File: src/hdl/tljm_pkg.sv
// Shared types and constants for the timing latency and jitter monitor.
package tljm_pkg;

    localparam int TIME_W  = 32;
    localparam int SUM_W   = 64;
    localparam int FRAC_W  = 8;
    localparam int DVD_W   = SUM_W + FRAC_W;
    localparam int DVS_W   = 32;
    localparam int QUO_W   = 40;
    localparam int RATE_W  = 15;
    localparam int KIND_W  = 2;

    localparam logic [KIND_W-1:0] KIND_LATENCY  = 2'd0;
    localparam logic [KIND_W-1:0] KIND_ARRIVAL  = 2'd1;
    localparam logic [KIND_W-1:0] KIND_DEADLINE = 2'd2;
    localparam logic [KIND_W-1:0] KIND_NONE     = 2'd3;

    localparam logic REG_NOMINAL_PERIOD    = 1'b0;
    localparam logic REG_RELATIVE_DEADLINE = 1'b1;

    localparam logic [TIME_W-1:0] CNT_MAX        = 32'hFFFF_FFFF;
    localparam logic [RATE_W-1:0] PERCENT_Q8     = 15'd25600;
    localparam logic [30:0]       PERIOD_RESET   = 31'd10000;
    localparam logic [31:0]       DEADLINE_RESET = 32'd10000;

    typedef struct packed {
        logic             start;
        logic [DVD_W-1:0] dividend;
        logic [DVS_W-1:0] divisor;
    } div_req_t;

    typedef struct packed {
        logic             done;
        logic [QUO_W-1:0] quotient;
    } div_rsp_t;

endpackage

File: src/hdl/tljm_div.sv
// Shared radix-4 restoring divider, two quotient bits per cycle.
module tljm_div (
    input  logic               clk,
    input  logic               rst_n,
    input  tljm_pkg::div_req_t req,
    output tljm_pkg::div_rsp_t rsp
);
    import tljm_pkg::*;

    localparam int STEPS = DVD_W / 2;
    localparam int CNT_W = $clog2(STEPS + 1);

    logic             busy_reg;
    logic             done_reg;
    logic [CNT_W-1:0] cnt_reg;
    logic [DVS_W-1:0] rem_reg;
    logic [DVS_W-1:0] dvs_reg;
    logic [DVD_W-1:0] dvd_reg;
    logic [QUO_W-1:0] quo_reg;

    logic [DVS_W:0]   r1;
    logic [DVS_W:0]   r2;
    logic             ge1;
    logic             ge2;
    logic [DVS_W-1:0] r1n;
    logic [DVS_W-1:0] r2n;

    always_comb
    begin
        r1  = {rem_reg, dvd_reg[DVD_W-1]};
        ge1 = (r1 >= {1'b0, dvs_reg});
        r1n = ge1 ? DVS_W'(r1 - {1'b0, dvs_reg}) : r1[DVS_W-1:0];
        r2  = {r1n, dvd_reg[DVD_W-2]};
        ge2 = (r2 >= {1'b0, dvs_reg});
        r2n = ge2 ? DVS_W'(r2 - {1'b0, dvs_reg}) : r2[DVS_W-1:0];
    end

    always_ff @(posedge clk or negedge rst_n)
    begin
        if (!rst_n)
        begin
            busy_reg <= 1'b0;
            done_reg <= 1'b0;
            cnt_reg  <= '0;
        end
        else
        begin
            if (req.start)
            begin
                done_reg <= (req.divisor == '0);
                if (req.divisor != '0)
                begin
                    busy_reg <= 1'b1;
                    cnt_reg  <= CNT_W'(STEPS);
                end
            end
            else if (busy_reg)
            begin
                cnt_reg  <= cnt_reg - 1'b1;
                done_reg <= (cnt_reg == CNT_W'(1));
                if (cnt_reg == CNT_W'(1))
                    busy_reg <= 1'b0;
            end
            else
                done_reg <= 1'b0;
        end
    end

    always_ff @(posedge clk)
    begin
        if (req.start)
        begin
            rem_reg <= '0;
            dvs_reg <= req.divisor;
            dvd_reg <= req.dividend;
            quo_reg <= '0;
        end
        else if (busy_reg)
        begin
            rem_reg <= r2n;
            dvd_reg <= {dvd_reg[DVD_W-3:0], 2'b00};
            quo_reg <= {quo_reg[QUO_W-3:0], ge1, ge2};
        end
    end

    assign rsp.done     = done_reg;
    assign rsp.quotient = quo_reg;

endmodule

File: src/hdl/timing_latency_jitter_monitor.sv
// Top level of the timing monitor: event sequencer, statistics and result register.
//
//  channel  | dir | handshake          | payload
//  ---------+-----+--------------------+--------------------------------------------
//  s_       | in  | s_tvalid/s_tready  | tuser: func; tdata: time_start, time_end
//  m_       | out | m_tvalid/m_tready  | tuser: event_kind; tdata: result fields
//  cfg_     | in  | cfg_we             | cfg_addr: 0 nominal_period, 1 relative_deadline
//
// An event steps through the diff, meas, upd, load, div and out states; the divide
// state (36 radix-4 steps over a 72-bit dividend, plus start and done) computes the
// average or the miss rate. With a zero divisor (no jitter samples yet) the divider
// signals done without stepping. An event of unknown kind skips from diff to out.
// s_tready is high only while the sequencer is idle. A finished result sits in the
// output register while the next event is taken; the sequencer holds before writing
// the register if the previous result has not been transferred.
// Reset clears all statistics and loads both registers with 10000.
module timing_latency_jitter_monitor (
    input  logic         clk,
    input  logic         rst_n,
    input  logic         s_tvalid,
    output logic         s_tready,
    input  logic [1:0]   s_tuser,   // [1:0] func
    input  logic [63:0]  s_tdata,   // [31:0] time_start, [63:32] time_end
    output logic         m_tvalid,
    input  logic         m_tready,
    output logic [1:0]   m_tuser,   // [1:0] event_kind
    output logic [215:0] m_tdata,   // [0] updated, [32:1] measured, [64:33] sample_count,
                                    // [96:65] max_seen, [128:97] min_seen,
                                    // [168:129] average_q8, [200:169] miss_count,
                                    // [215:201] miss_rate_q8
    input  logic         cfg_we,
    input  logic         cfg_addr,
    input  logic [31:0]  cfg_data
);
    import tljm_pkg::*;

    localparam logic [2:0] ST_IDLE = 3'd0;
    localparam logic [2:0] ST_DIFF = 3'd1;
    localparam logic [2:0] ST_MEAS = 3'd2;
    localparam logic [2:0] ST_UPD  = 3'd3;
    localparam logic [2:0] ST_LOAD = 3'd4;
    localparam logic [2:0] ST_DIV  = 3'd5;
    localparam logic [2:0] ST_OUT  = 3'd6;

    localparam int PROD_W = TIME_W + RATE_W;

    logic [2:0]        state_reg;
    logic [2:0]        state_next;

    logic [30:0]       period_reg;
    logic [TIME_W-1:0] deadline_reg;

    logic [SUM_W-1:0]  lat_sum_reg;
    logic [TIME_W-1:0] lat_cnt_reg;
    logic [TIME_W-1:0] lat_max_reg;
    logic [TIME_W-1:0] lat_min_reg;
    logic [SUM_W-1:0]  jit_sum_reg;
    logic [TIME_W-1:0] jit_cnt_reg;
    logic [TIME_W-1:0] jit_max_reg;
    logic [TIME_W-1:0] last_arr_reg;
    logic              seen_reg;
    logic [TIME_W-1:0] dl_total_reg;
    logic [TIME_W-1:0] dl_miss_reg;

    logic [KIND_W-1:0] kind_reg;
    logic [TIME_W-1:0] ts_reg;
    logic [TIME_W-1:0] te_reg;
    logic [TIME_W-1:0] diff_reg;
    logic [TIME_W-1:0] meas_reg;
    logic              upd_reg;

    logic              start_reg;
    logic [DVD_W-1:0]  dvd_reg;
    logic [DVS_W-1:0]  dvs_reg;
    div_req_t          div_req;
    div_rsp_t          div_rsp;

    logic              m_tvalid_reg;
    logic [1:0]        m_tuser_reg;
    logic [215:0]      m_tdata_reg;

    logic [TIME_W-1:0] period_ext;
    logic [TIME_W-1:0] slack;
    logic [PROD_W-1:0] miss_prod;
    logic              out_free;
    logic [215:0]      out_data;

    assign period_ext = {1'b0, period_reg};
    assign slack      = diff_reg - te_reg;
    assign miss_prod  = PROD_W'(dl_miss_reg) * PROD_W'(PERCENT_Q8);
    assign out_free   = !m_tvalid_reg || m_tready;

    always_comb
    begin
        state_next = state_reg;
        unique case (state_reg)
            ST_IDLE: if (s_tvalid) state_next = ST_DIFF;
            ST_DIFF: state_next = (kind_reg == KIND_NONE) ? ST_OUT : ST_MEAS;
            ST_MEAS: state_next = ST_UPD;
            ST_UPD:  state_next = ST_LOAD;
            ST_LOAD: state_next = ST_DIV;
            ST_DIV:  if (div_rsp.done) state_next = ST_OUT;
            ST_OUT:  if (out_free) state_next = ST_IDLE;
            default: state_next = ST_IDLE;
        endcase
    end

    always_ff @(posedge clk or negedge rst_n)
    begin
        if (!rst_n)
        begin
            state_reg    <= ST_IDLE;
            start_reg    <= 1'b0;
            m_tvalid_reg <= 1'b0;
        end
        else
        begin
            state_reg <= state_next;
            start_reg <= (state_reg == ST_LOAD);
            if (state_reg == ST_OUT && out_free)
                m_tvalid_reg <= 1'b1;
            else if (m_tready)
                m_tvalid_reg <= 1'b0;
        end
    end

    // configuration
    always_ff @(posedge clk or negedge rst_n)
    begin
        if (!rst_n)
        begin
            period_reg   <= PERIOD_RESET;
            deadline_reg <= DEADLINE_RESET;
        end
        else if (cfg_we)
        begin
            if (cfg_addr == REG_NOMINAL_PERIOD)
                period_reg <= cfg_data[30:0];
            else
                deadline_reg <= cfg_data;
        end
    end

    // statistics
    always_ff @(posedge clk or negedge rst_n)
    begin
        if (!rst_n)
        begin
            lat_sum_reg  <= '0;
            lat_cnt_reg  <= '0;
            lat_max_reg  <= '0;
            lat_min_reg  <= '0;
            jit_sum_reg  <= '0;
            jit_cnt_reg  <= '0;
            jit_max_reg  <= '0;
            last_arr_reg <= '0;
            seen_reg     <= 1'b0;
            dl_total_reg <= '0;
            dl_miss_reg  <= '0;
        end
        else if (state_reg == ST_UPD)
        begin
            case (kind_reg)
                KIND_LATENCY:
                begin
                    if (lat_cnt_reg != CNT_MAX)
                    begin
                        lat_sum_reg <= lat_sum_reg + SUM_W'(meas_reg);
                        lat_cnt_reg <= lat_cnt_reg + 1'b1;
                    end
                    if (meas_reg > lat_max_reg)
                        lat_max_reg <= meas_reg;
                    if (lat_cnt_reg == '0 || meas_reg < lat_min_reg)
                        lat_min_reg <= meas_reg;
                end
                KIND_ARRIVAL:
                begin
                    if (seen_reg)
                    begin
                        if (jit_cnt_reg != CNT_MAX)
                        begin
                            jit_sum_reg <= jit_sum_reg + SUM_W'(meas_reg);
                            jit_cnt_reg <= jit_cnt_reg + 1'b1;
                        end
                        if (meas_reg > jit_max_reg)
                            jit_max_reg <= meas_reg;
                    end
                    last_arr_reg <= ts_reg;
                    seen_reg     <= 1'b1;
                end
                KIND_DEADLINE:
                begin
                    if (dl_total_reg != CNT_MAX)
                    begin
                        dl_total_reg <= dl_total_reg + 1'b1;
                        if (meas_reg[0])
                            dl_miss_reg <= dl_miss_reg + 1'b1;
                    end
                end
                default: ;
            endcase
        end
    end

    // result fields for the output register
    always_comb
    begin
        out_data = '0;
        case (kind_reg)
            KIND_LATENCY:
            begin
                out_data[0]       = 1'b1;
                out_data[32:1]    = meas_reg;
                out_data[64:33]   = lat_cnt_reg;
                out_data[96:65]   = lat_max_reg;
                out_data[128:97]  = lat_min_reg;
                out_data[168:129] = div_rsp.quotient;
            end
            KIND_ARRIVAL:
            begin
                out_data[0]       = upd_reg;
                out_data[32:1]    = upd_reg ? meas_reg : '0;
                out_data[64:33]   = jit_cnt_reg;
                out_data[96:65]   = jit_max_reg;
                out_data[168:129] = div_rsp.quotient;
            end
            KIND_DEADLINE:
            begin
                out_data[0]       = 1'b1;
                out_data[32:1]    = meas_reg;
                out_data[64:33]   = dl_total_reg;
                out_data[200:169] = dl_miss_reg;
                out_data[215:201] = div_rsp.quotient[RATE_W-1:0];
            end
            default: ;
        endcase
    end

    // event datapath
    always_ff @(posedge clk)
    begin
        if (state_reg == ST_IDLE && s_tvalid)
        begin
            kind_reg <= s_tuser;
            ts_reg   <= s_tdata[31:0];
            te_reg   <= s_tdata[63:32];
        end

        if (state_reg == ST_DIFF)
        begin
            case (kind_reg)
                KIND_LATENCY:  diff_reg <= te_reg - ts_reg;
                KIND_ARRIVAL:  diff_reg <= ts_reg - last_arr_reg;
                KIND_DEADLINE: diff_reg <= ts_reg + deadline_reg;
                default:       diff_reg <= '0;
            endcase
        end

        if (state_reg == ST_MEAS)
        begin
            case (kind_reg)
                KIND_LATENCY:  meas_reg <= diff_reg;
                KIND_ARRIVAL:  meas_reg <= (diff_reg >= period_ext) ? diff_reg - period_ext
                                                                    : period_ext - diff_reg;
                KIND_DEADLINE: meas_reg <= {31'b0, slack[TIME_W-1]};
                default:       meas_reg <= '0;
            endcase
            upd_reg <= (kind_reg != KIND_ARRIVAL) || seen_reg;
        end

        if (state_reg == ST_LOAD)
        begin
            case (kind_reg)
                KIND_LATENCY:
                begin
                    dvd_reg <= {lat_sum_reg, FRAC_W'(0)};
                    dvs_reg <= lat_cnt_reg;
                end
                KIND_ARRIVAL:
                begin
                    dvd_reg <= {jit_sum_reg, FRAC_W'(0)};
                    dvs_reg <= jit_cnt_reg;
                end
                default:
                begin
                    dvd_reg <= DVD_W'(miss_prod);
                    dvs_reg <= dl_total_reg;
                end
            endcase
        end

        if (state_reg == ST_OUT && out_free)
        begin
            m_tuser_reg <= kind_reg;
            m_tdata_reg <= out_data;
        end
    end

    assign div_req.start    = start_reg;
    assign div_req.dividend = dvd_reg;
    assign div_req.divisor  = dvs_reg;

    tljm_div u_div (
        .clk   (clk),
        .rst_n (rst_n),
        .req   (div_req),
        .rsp   (div_rsp)
    );

    assign s_tready = (state_reg == ST_IDLE);
    assign m_tvalid = m_tvalid_reg;
    assign m_tuser  = m_tuser_reg;
    assign m_tdata  = m_tdata_reg;

endmodule

File: config.mk
export PLATFORM = sky130hd
export DESIGN_NAME = timing_latency_jitter_monitor
export DESIGN_NICKNAME = d
export VERILOG_FILES = /design/src/hdl/tljm_pkg.sv /design/src/hdl/tljm_div.sv /design/src/hdl/timing_latency_jitter_monitor.sv
export SDC_FILE = /design/constraint.sdc
export NUM_CORES = 2
export LEC_CHECK = 0
export ABC_CLOCK_PERIOD_IN_PS = 30000
export BUFFER_PORTS_ARGS = -buffer_cell sky130_fd_sc_hd__buf_2
export CAP_MARGIN = 15
export CELL_PAD_IN_SITES_DETAIL_PLACEMENT = 1
export CELL_PAD_IN_SITES_GLOBAL_PLACEMENT = 1
export CORE_UTILIZATION = 54
export CTS_CLUSTER_SIZE = 40
export DETAILED_ROUTE_END_ITERATION = 8
export PLACE_DENSITY_LB_ADDON = 0.1
export SLEW_MARGIN = 20
export SYNTH_ARGS = -nofsm -noshare
export SYNTH_HDL_FRONTEND = slang
export SYNTH_SLANG_ARGS = --single-unit
File: constraint.sdc
create_clock -name clk -period 30 [get_ports clk]
set_input_delay 6 -clock clk [delete_from_list [all_inputs] [get_ports clk]]
set_output_delay 6 -clock clk [all_outputs]
set_load 0.03 [all_outputs]
Word-level counts from Yosys, hierarchy flattened. Index checks and enable logic that the tools add are counted.

Word-level logic and storage cells: 131. Bits of input ports: 104. Flip-flop bits (word level): 1090.

Add/subtract/negate cells: 15. Multiplexer cells: 28. Bitwise gates (word level): 1. $mul: 1. Eq/ne operators: 18. Reductions and logical operators: 26. Order comparisons: 6.

Operator list (count): $pmux 65 s3 (1); $pmux 32 s3 (2); $sub 32x32->32 (5); $mux 72 (2); $pmux 72 s2 (1); $add 32x1->32 const B (4); $add 64x32->64 (2); $mux 32 (4); $pmux 32 s2 (2); $ne 32x32->1 const B (3); $ge 33x32->1 (2); $gt 32x32->1 (2); $logic_not 32->1 (2); $mul 32x5->37 const B (1); $add 32x32->32 (1); $ge 32x31->1 (1); $lt 32x32->1 (1); $reduce_bool 32->1 (1); $sub 31x32->32 (1); $sub 32x31->32 (1); $pmux 3 s7 (1); $mux 6 (3); $reduce_and 3->1 (5); $mux 3 (4); other kinds (20) (43).

Logic depth before layout (Yosys ltp).
Depth in word-level cells: 4. Depth in mapped cells: 25. Gate-level depth less buffers: 23.

Hierarchy. A second synthesis with hierarchy kept.

Cells, all modules: 5982. Area total of the unflattened synthesis: 62782.7 um2.

By module, submodules not included: timing_latency_jitter_monitor (area an instance 51673.3 um2, sequential area each 24711.2 um2, instances 1, cells an instance 4894); tljm_div (area an instance 11109.4 um2, sequential area each 4764.6 um2, instances 1, cells an instance 1088).

Least setup slack after synthesis. OpenSTA, ideal clock, no wires.

Kind: in2reg. From: input port m_tready. To: register m_tdata_reg[0], in the netlist m_tdata[0], enable pin. Path slack: 13.973 ns. Data arrival time: 15.227 ns. Buffers on the path: 0. Data required time: 29.201 ns. Stages: 3. Cells stage by stage: nand2b_1 > nand2_1 > nor2_1.

Word-level cells in the longest chain between the ends: 2.

RTL lines: from (decl) (RTL line timing_latency_jitter_monitor.sv:25) `input logic m_tready,`; $logic_or 1x1->1 (RTL line timing_latency_jitter_monitor.sv:91) `assign out_free = !m_tvalid_reg || m_tready;`; $logic_and 1x1->1 (RTL line timing_latency_jitter_monitor.sv:292) `if (state_reg == ST_OUT && out_free)`; to (signal assigned) (RTL line timing_latency_jitter_monitor.sv:295) `m_tdata_reg <= out_data;`; to (decl) (RTL line timing_latency_jitter_monitor.sv:80) `logic [215:0] m_tdata_reg;`.

No other way between the ends. A chain may end at the register's enable or synchronous reset.

==> report_table.html <==
<table>
<tr><th>Metric</th><th>Value</th></tr>
<tr><th colspan="2">STA</th></tr>
<tr><td>Count of final setup violators</td><td>0</td></tr>
<tr><td>Peak Freq</td><td>119 MHz</td></tr>
<tr><td>Tcrit/Tclk final</td><td>28.0%</td></tr>
<tr><td>Slew Limit Headroom</td><td>26.9%</td></tr>
<tr><td>Slew at the pin closest to its max-slew limit</td><td>1090 ps</td></tr>
<tr><td>RSZ-0062 raised after global routing</td><td>false</td></tr>
<tr><td>Total Neg Setup Slack</td><td>0 ps</td></tr>
<tr><td>Post-route clock skew</td><td>slightly above 30 ps</td></tr>
<tr><td>Final max-slew violation count</td><td>0</td></tr>
<tr><td>Clock period minus final worst setup slack</td><td>between 8000 and 9000 ps</td></tr>
<tr><td>Hold Vio Cnt, Final</td><td>0</td></tr>
<tr><th colspan="2">Synthesis</th></tr>
<tr><td>Flip-flop and latch count after synthesis</td><td>between 1,000 and 1,500</td></tr>
<tr><td>Leading cell types by count after synthesis</td><td>555 x nand2_1, 541 x edfxtp_1, 489 x ha_1</td></tr>
<tr><td>Most used flip-flop cell after synthesis</td><td>edfxtp_1</td></tr>
<tr><td>Cells after Synth</td><td>5,999</td></tr>
<tr><td>Number of enable-type register cells in the synthesized netlist</td><td>541</td></tr>
<tr><td>Dominant cell by count in the synthesized netlist</td><td>nand2_1</td></tr>
<tr><td>Async set or reset register ratio after synthesis</td><td>between 40% and 50%</td></tr>
<tr><td>Largest cells by area after synthesis</td><td>edfxtp_1 26%, dfrtp_1 18%, ha_1 9.8%</td></tr>
<tr><td>Sequential element share of the synthesized area</td><td>a little under half</td></tr>
<tr><td>Number of warnings reported in the yosys synthesis log</td><td>0</td></tr>
<tr><td>Syn Std Cell Area</td><td>62,400 µm²</td></tr>
<tr><td>Largest area contributor in the netlist</td><td>edfxtp_1</td></tr>
<tr><td>Avg Inst Size Synth</td><td>about 10 µm²</td></tr>
<tr><td>Count of unique library cells instantiated by Yosys</td><td>88</td></tr>
<tr><td>Number of nets in the synthesized netlist</td><td>6,627</td></tr>
<tr><td>Area share of the leading cell type in the synthesized netlist</td><td>26.0%</td></tr>
<tr><th colspan="2">Clock tree</th></tr>
<tr><td>Post-CTS clock slew at the launch and capture registers of the worst setup and hold paths</td><td>60 ps</td></tr>
<tr><td>PostCTS Resize Cnt</td><td>0</td></tr>
<tr><td>Setup repair bufs after CTS</td><td>0</td></tr>
<tr><td>Total clock sinks</td><td>1,074</td></tr>
<tr><td>Cell at the root of the clock tree</td><td>clkbuf_16</td></tr>
<tr><td>CTS tree</td><td>yes</td></tr>
<tr><td>TritonCTS Buffers</td><td>115</td></tr>
<tr><td>Number of H-tree branching levels</td><td>3</td></tr>
<tr><td>Max Buffers Root-to-Sink</td><td>3</td></tr>
<tr><td># hold bufs at CTS</td><td>0</td></tr>
<tr><td>Clock latency on the worst-skew pair</td><td>740 ps</td></tr>
<tr><th colspan="2">Setup path</th></tr>
<tr><td>CP Data Required Time</td><td>just over 30,000 ps</td></tr>
<tr><td>Critical setup path kind</td><td>in2async</td></tr>
<tr><td>Highest net fanout along the worst path</td><td>76</td></tr>
<tr><td>Nature of the critical path endpoint</td><td>async pin</td></tr>
<tr><td>Arr. time, crit path</td><td>approximately 9100 ps</td></tr>
<tr><td>Startpoint kind of the worst setup timing path</td><td>input pin</td></tr>
<tr><th colspan="2">Status</th></tr>
<tr><td>Failing checks</td><td>design-rule violations</td></tr>
<tr><td>Outcome</td><td>finished with violations</td></tr>
<tr><th colspan="2">GRT</th></tr>
<tr><td>GR Util All Layers</td><td>31.7%</td></tr>
<tr><td>Maximum number of pins on one net before global-route repair</td><td>163</td></tr>
<tr><td>Number of antenna violations at the first check in global routing</td><td>2</td></tr>
<tr><td>Gr ovfl total</td><td>0</td></tr>
<tr><td>Via count of the first global-routing pass</td><td>51,300</td></tr>
<tr><td>GR met3 Demand/Resource</td><td>3.80%</td></tr>
<tr><td>M1 GR Usage</td><td>38.7%</td></tr>
<tr><td>GRT Max-Usage Layer</td><td>met2</td></tr>
<tr><td>First-pass GRT wire length</td><td>291 mm</td></tr>
<tr><td>Met2 usage</td><td>56.0%</td></tr>
<tr><th colspan="2">Route</th></tr>
<tr><td>Post-detailed-route DRC marker count</td><td>35</td></tr>
<tr><td>Count of antenna-violating nets left after detailed routing</td><td>0</td></tr>
<tr><td>Pre-Repair DR Iteration Count</td><td>8</td></tr>
<tr><td>First-iteration detailed-routing DRC count</td><td>3,165</td></tr>
<tr><td>Via count of the routed design</td><td>47,700</td></tr>
<tr><td>Post-detailed-route wirelength per cell</td><td>23.4 µm</td></tr>
<tr><td>Number of vias per cell</td><td>6.04</td></tr>
<tr><td>Total Wirelength</td><td>185 mm</td></tr>
<tr><th colspan="2">Power</th></tr>
<tr><td>Static power due to leakage</td><td>~31 nW</td></tr>
<tr><td>Worst-case vdd ir drop</td><td>between 70 and 80 µV</td></tr>
<tr><td>Areal power density over the cells</td><td>102 nW/µm²</td></tr>
<tr><th colspan="2">Cells and area</th></tr>
<tr><td>Area growth from synthesis to final layout</td><td>11.3%</td></tr>
<tr><td>Flip-flop count of the largest register after layout</td><td>216</td></tr>
<tr><td>Layout cell share with drive strength beyond 1</td><td>13.0%</td></tr>
<tr><td>N_diodes</td><td>0</td></tr>
<tr><td>Count of nets after finishing</td><td>6,901</td></tr>
<tr><td>Summed area of non-filler cells in the final layout</td><td>69,500 µm²</td></tr>
<tr><th colspan="2">Floorplanning</th></tr>
<tr><td>Count of pins on the block boundary</td><td>324</td></tr>
<tr><td>Height of the die</td><td>342 µm</td></tr>
<tr><td>Std cell rows</td><td>124</td></tr>
<tr><td>Die Outline Area</td><td>117,000 µm²</td></tr>
<tr><td>Chip width</td><td>between 300 and 400 µm</td></tr>
<tr><td>Starting utilization of the core area</td><td>54.5%</td></tr>
<tr><td>Core area</td><td>115,000 µm²</td></tr>
<tr><th colspan="2">Placed design</th></tr>
<tr><td>Placed Instance Area</td><td>between 60,000 and 70,000 µm²</td></tr>
<tr><td>Placer congestion estimate</td><td>0.911</td></tr>
<tr><td>Detailed-placement wirelength estimate</td><td>134 mm</td></tr>
<tr><td>Port Buffers</td><td>around 320</td></tr>
<tr><th colspan="2">Worst hold path</th></tr>
<tr><td>Hold crit path type</td><td>reg2reg</td></tr>
<tr><th colspan="2">Job</th></tr>
<tr><td>Max-cap violations</td><td>0</td></tr>
</table>
-- logic make-up (layout without fill, tap and decap cells) --
| kind of cell | count (synthesis) | count (layout) | share of synthesized area [%] |
|---|---|---|---|
| simple gates | 1597 | 1597 | 12.5 |
| compound gates | 1379 | 1379 | 14.3 |
| flops | 1074 | 1074 | 46.8 |
| buf+inv | 700 | 1077 | 4.27 |
| fa+ha+maj | 524 | 524 | 10.9 |
| xor+xnor | 437 | 437 | 6.13 |
| mux | 288 | 288 | 5.06 |
-- final timing paths --
kind	from	endpoint	slack (ps)	cells past startpoint
worst max-delay path	rst_n	deadline_reg[21]	21590	4
worst min-delay path	dvs_reg[13]	u_div.dvs_reg[13]	450	0
worst max register to register	u_div.dvs_reg[1]	u_div.rem_reg[3]	23040	20
worst min register to register	dvs_reg[13]	u_div.dvs_reg[13]	450	0
max in group clk	m_tready	m_tdata[76]	21590	7
min in group asynchronous	rst_n	dl_miss_reg[28]	5220	1
-- worst max-delay path, cell delays in order --
cell,delay (ps)
buf_8,410
buf_4,720
buf_4,800
buf_4,890
-- layout by cell type (no fill, tap or decap), types with 16 or more instances in the layout --
cell type and instances:
a22o_1 62, inv_1 480, dfxtp_1 72, a31oi_1 25
ha_1 485, clkinv_2 26, nand4_1 100, a21o_1 195
buf_4 50, o21bai_1 48, clkbuf_1 32, and4_1 23
a311oi_1 16, buf_2 322, mux2_2 223, a211oi_1 46
o21ai_0 346, a22oi_1 87, nor3_1 80, mux2i_1 65
nor4_1 36, a21oi_1 316, edfxtp_1 541, nand2b_1 58
nor2_1 255, nor2b_1 36, o21a_1 37, xnor2_1 253
xor2_1 184, or3_1 19, clkbuf_16 118, nand3_1 143
dfrtp_1 449, fa_1 35, and2_1 176, o31ai_1 30
nand2_1 554, and3_1 63, a221oi_1 16, o22ai_1 36
-- per-layer routing --
metal,wire (µm),vias to the layer above,share of wire [%]
met3,7110,412,3.9
met2,93400,1131,51
met5,19,-,0.010
li1,-,22000,-
met4,8740,2,4.7
met1,75400,24100,41
-- through the flow --
stage	utilization, %	total power, mW	std cells	setup slack [ps]	hold slack [ps]
2_1_floorplan	-	4.72	5999	13970	427
3_3_place_gp	57.3	5.43	7666	20930	430
3_5_place_dp	57.3	5.59	7667	20800	436
4_1_cts	60.7	7.09	7887	21560	452
5_1_grt	60.7	7.53	7888	21180	461
6_report	60.7	7.09	7888	21590	453
-- area by class of cell --
class	count	area (µm²)
clock buffers	158	3180
clock inverters	62	628
fillers	12400	45000
inverters	481	1810
multi-input cells	4225	30700
flip-flops and latches	1074	29200
well taps	1512	1890
repair buffers	376	2070
-- where the power goes --
group	leakage (nW)	total (mW)	internal, mW	switching (mW)
combinational	17.6	3.35	1.35	2.01
clock	1.87	1.45	0.824	0.630
sequential	11.9	2.28	2.00	0.281
total	31.4	7.09	4.17	2.92
Power figures use the tool's default switching activity.
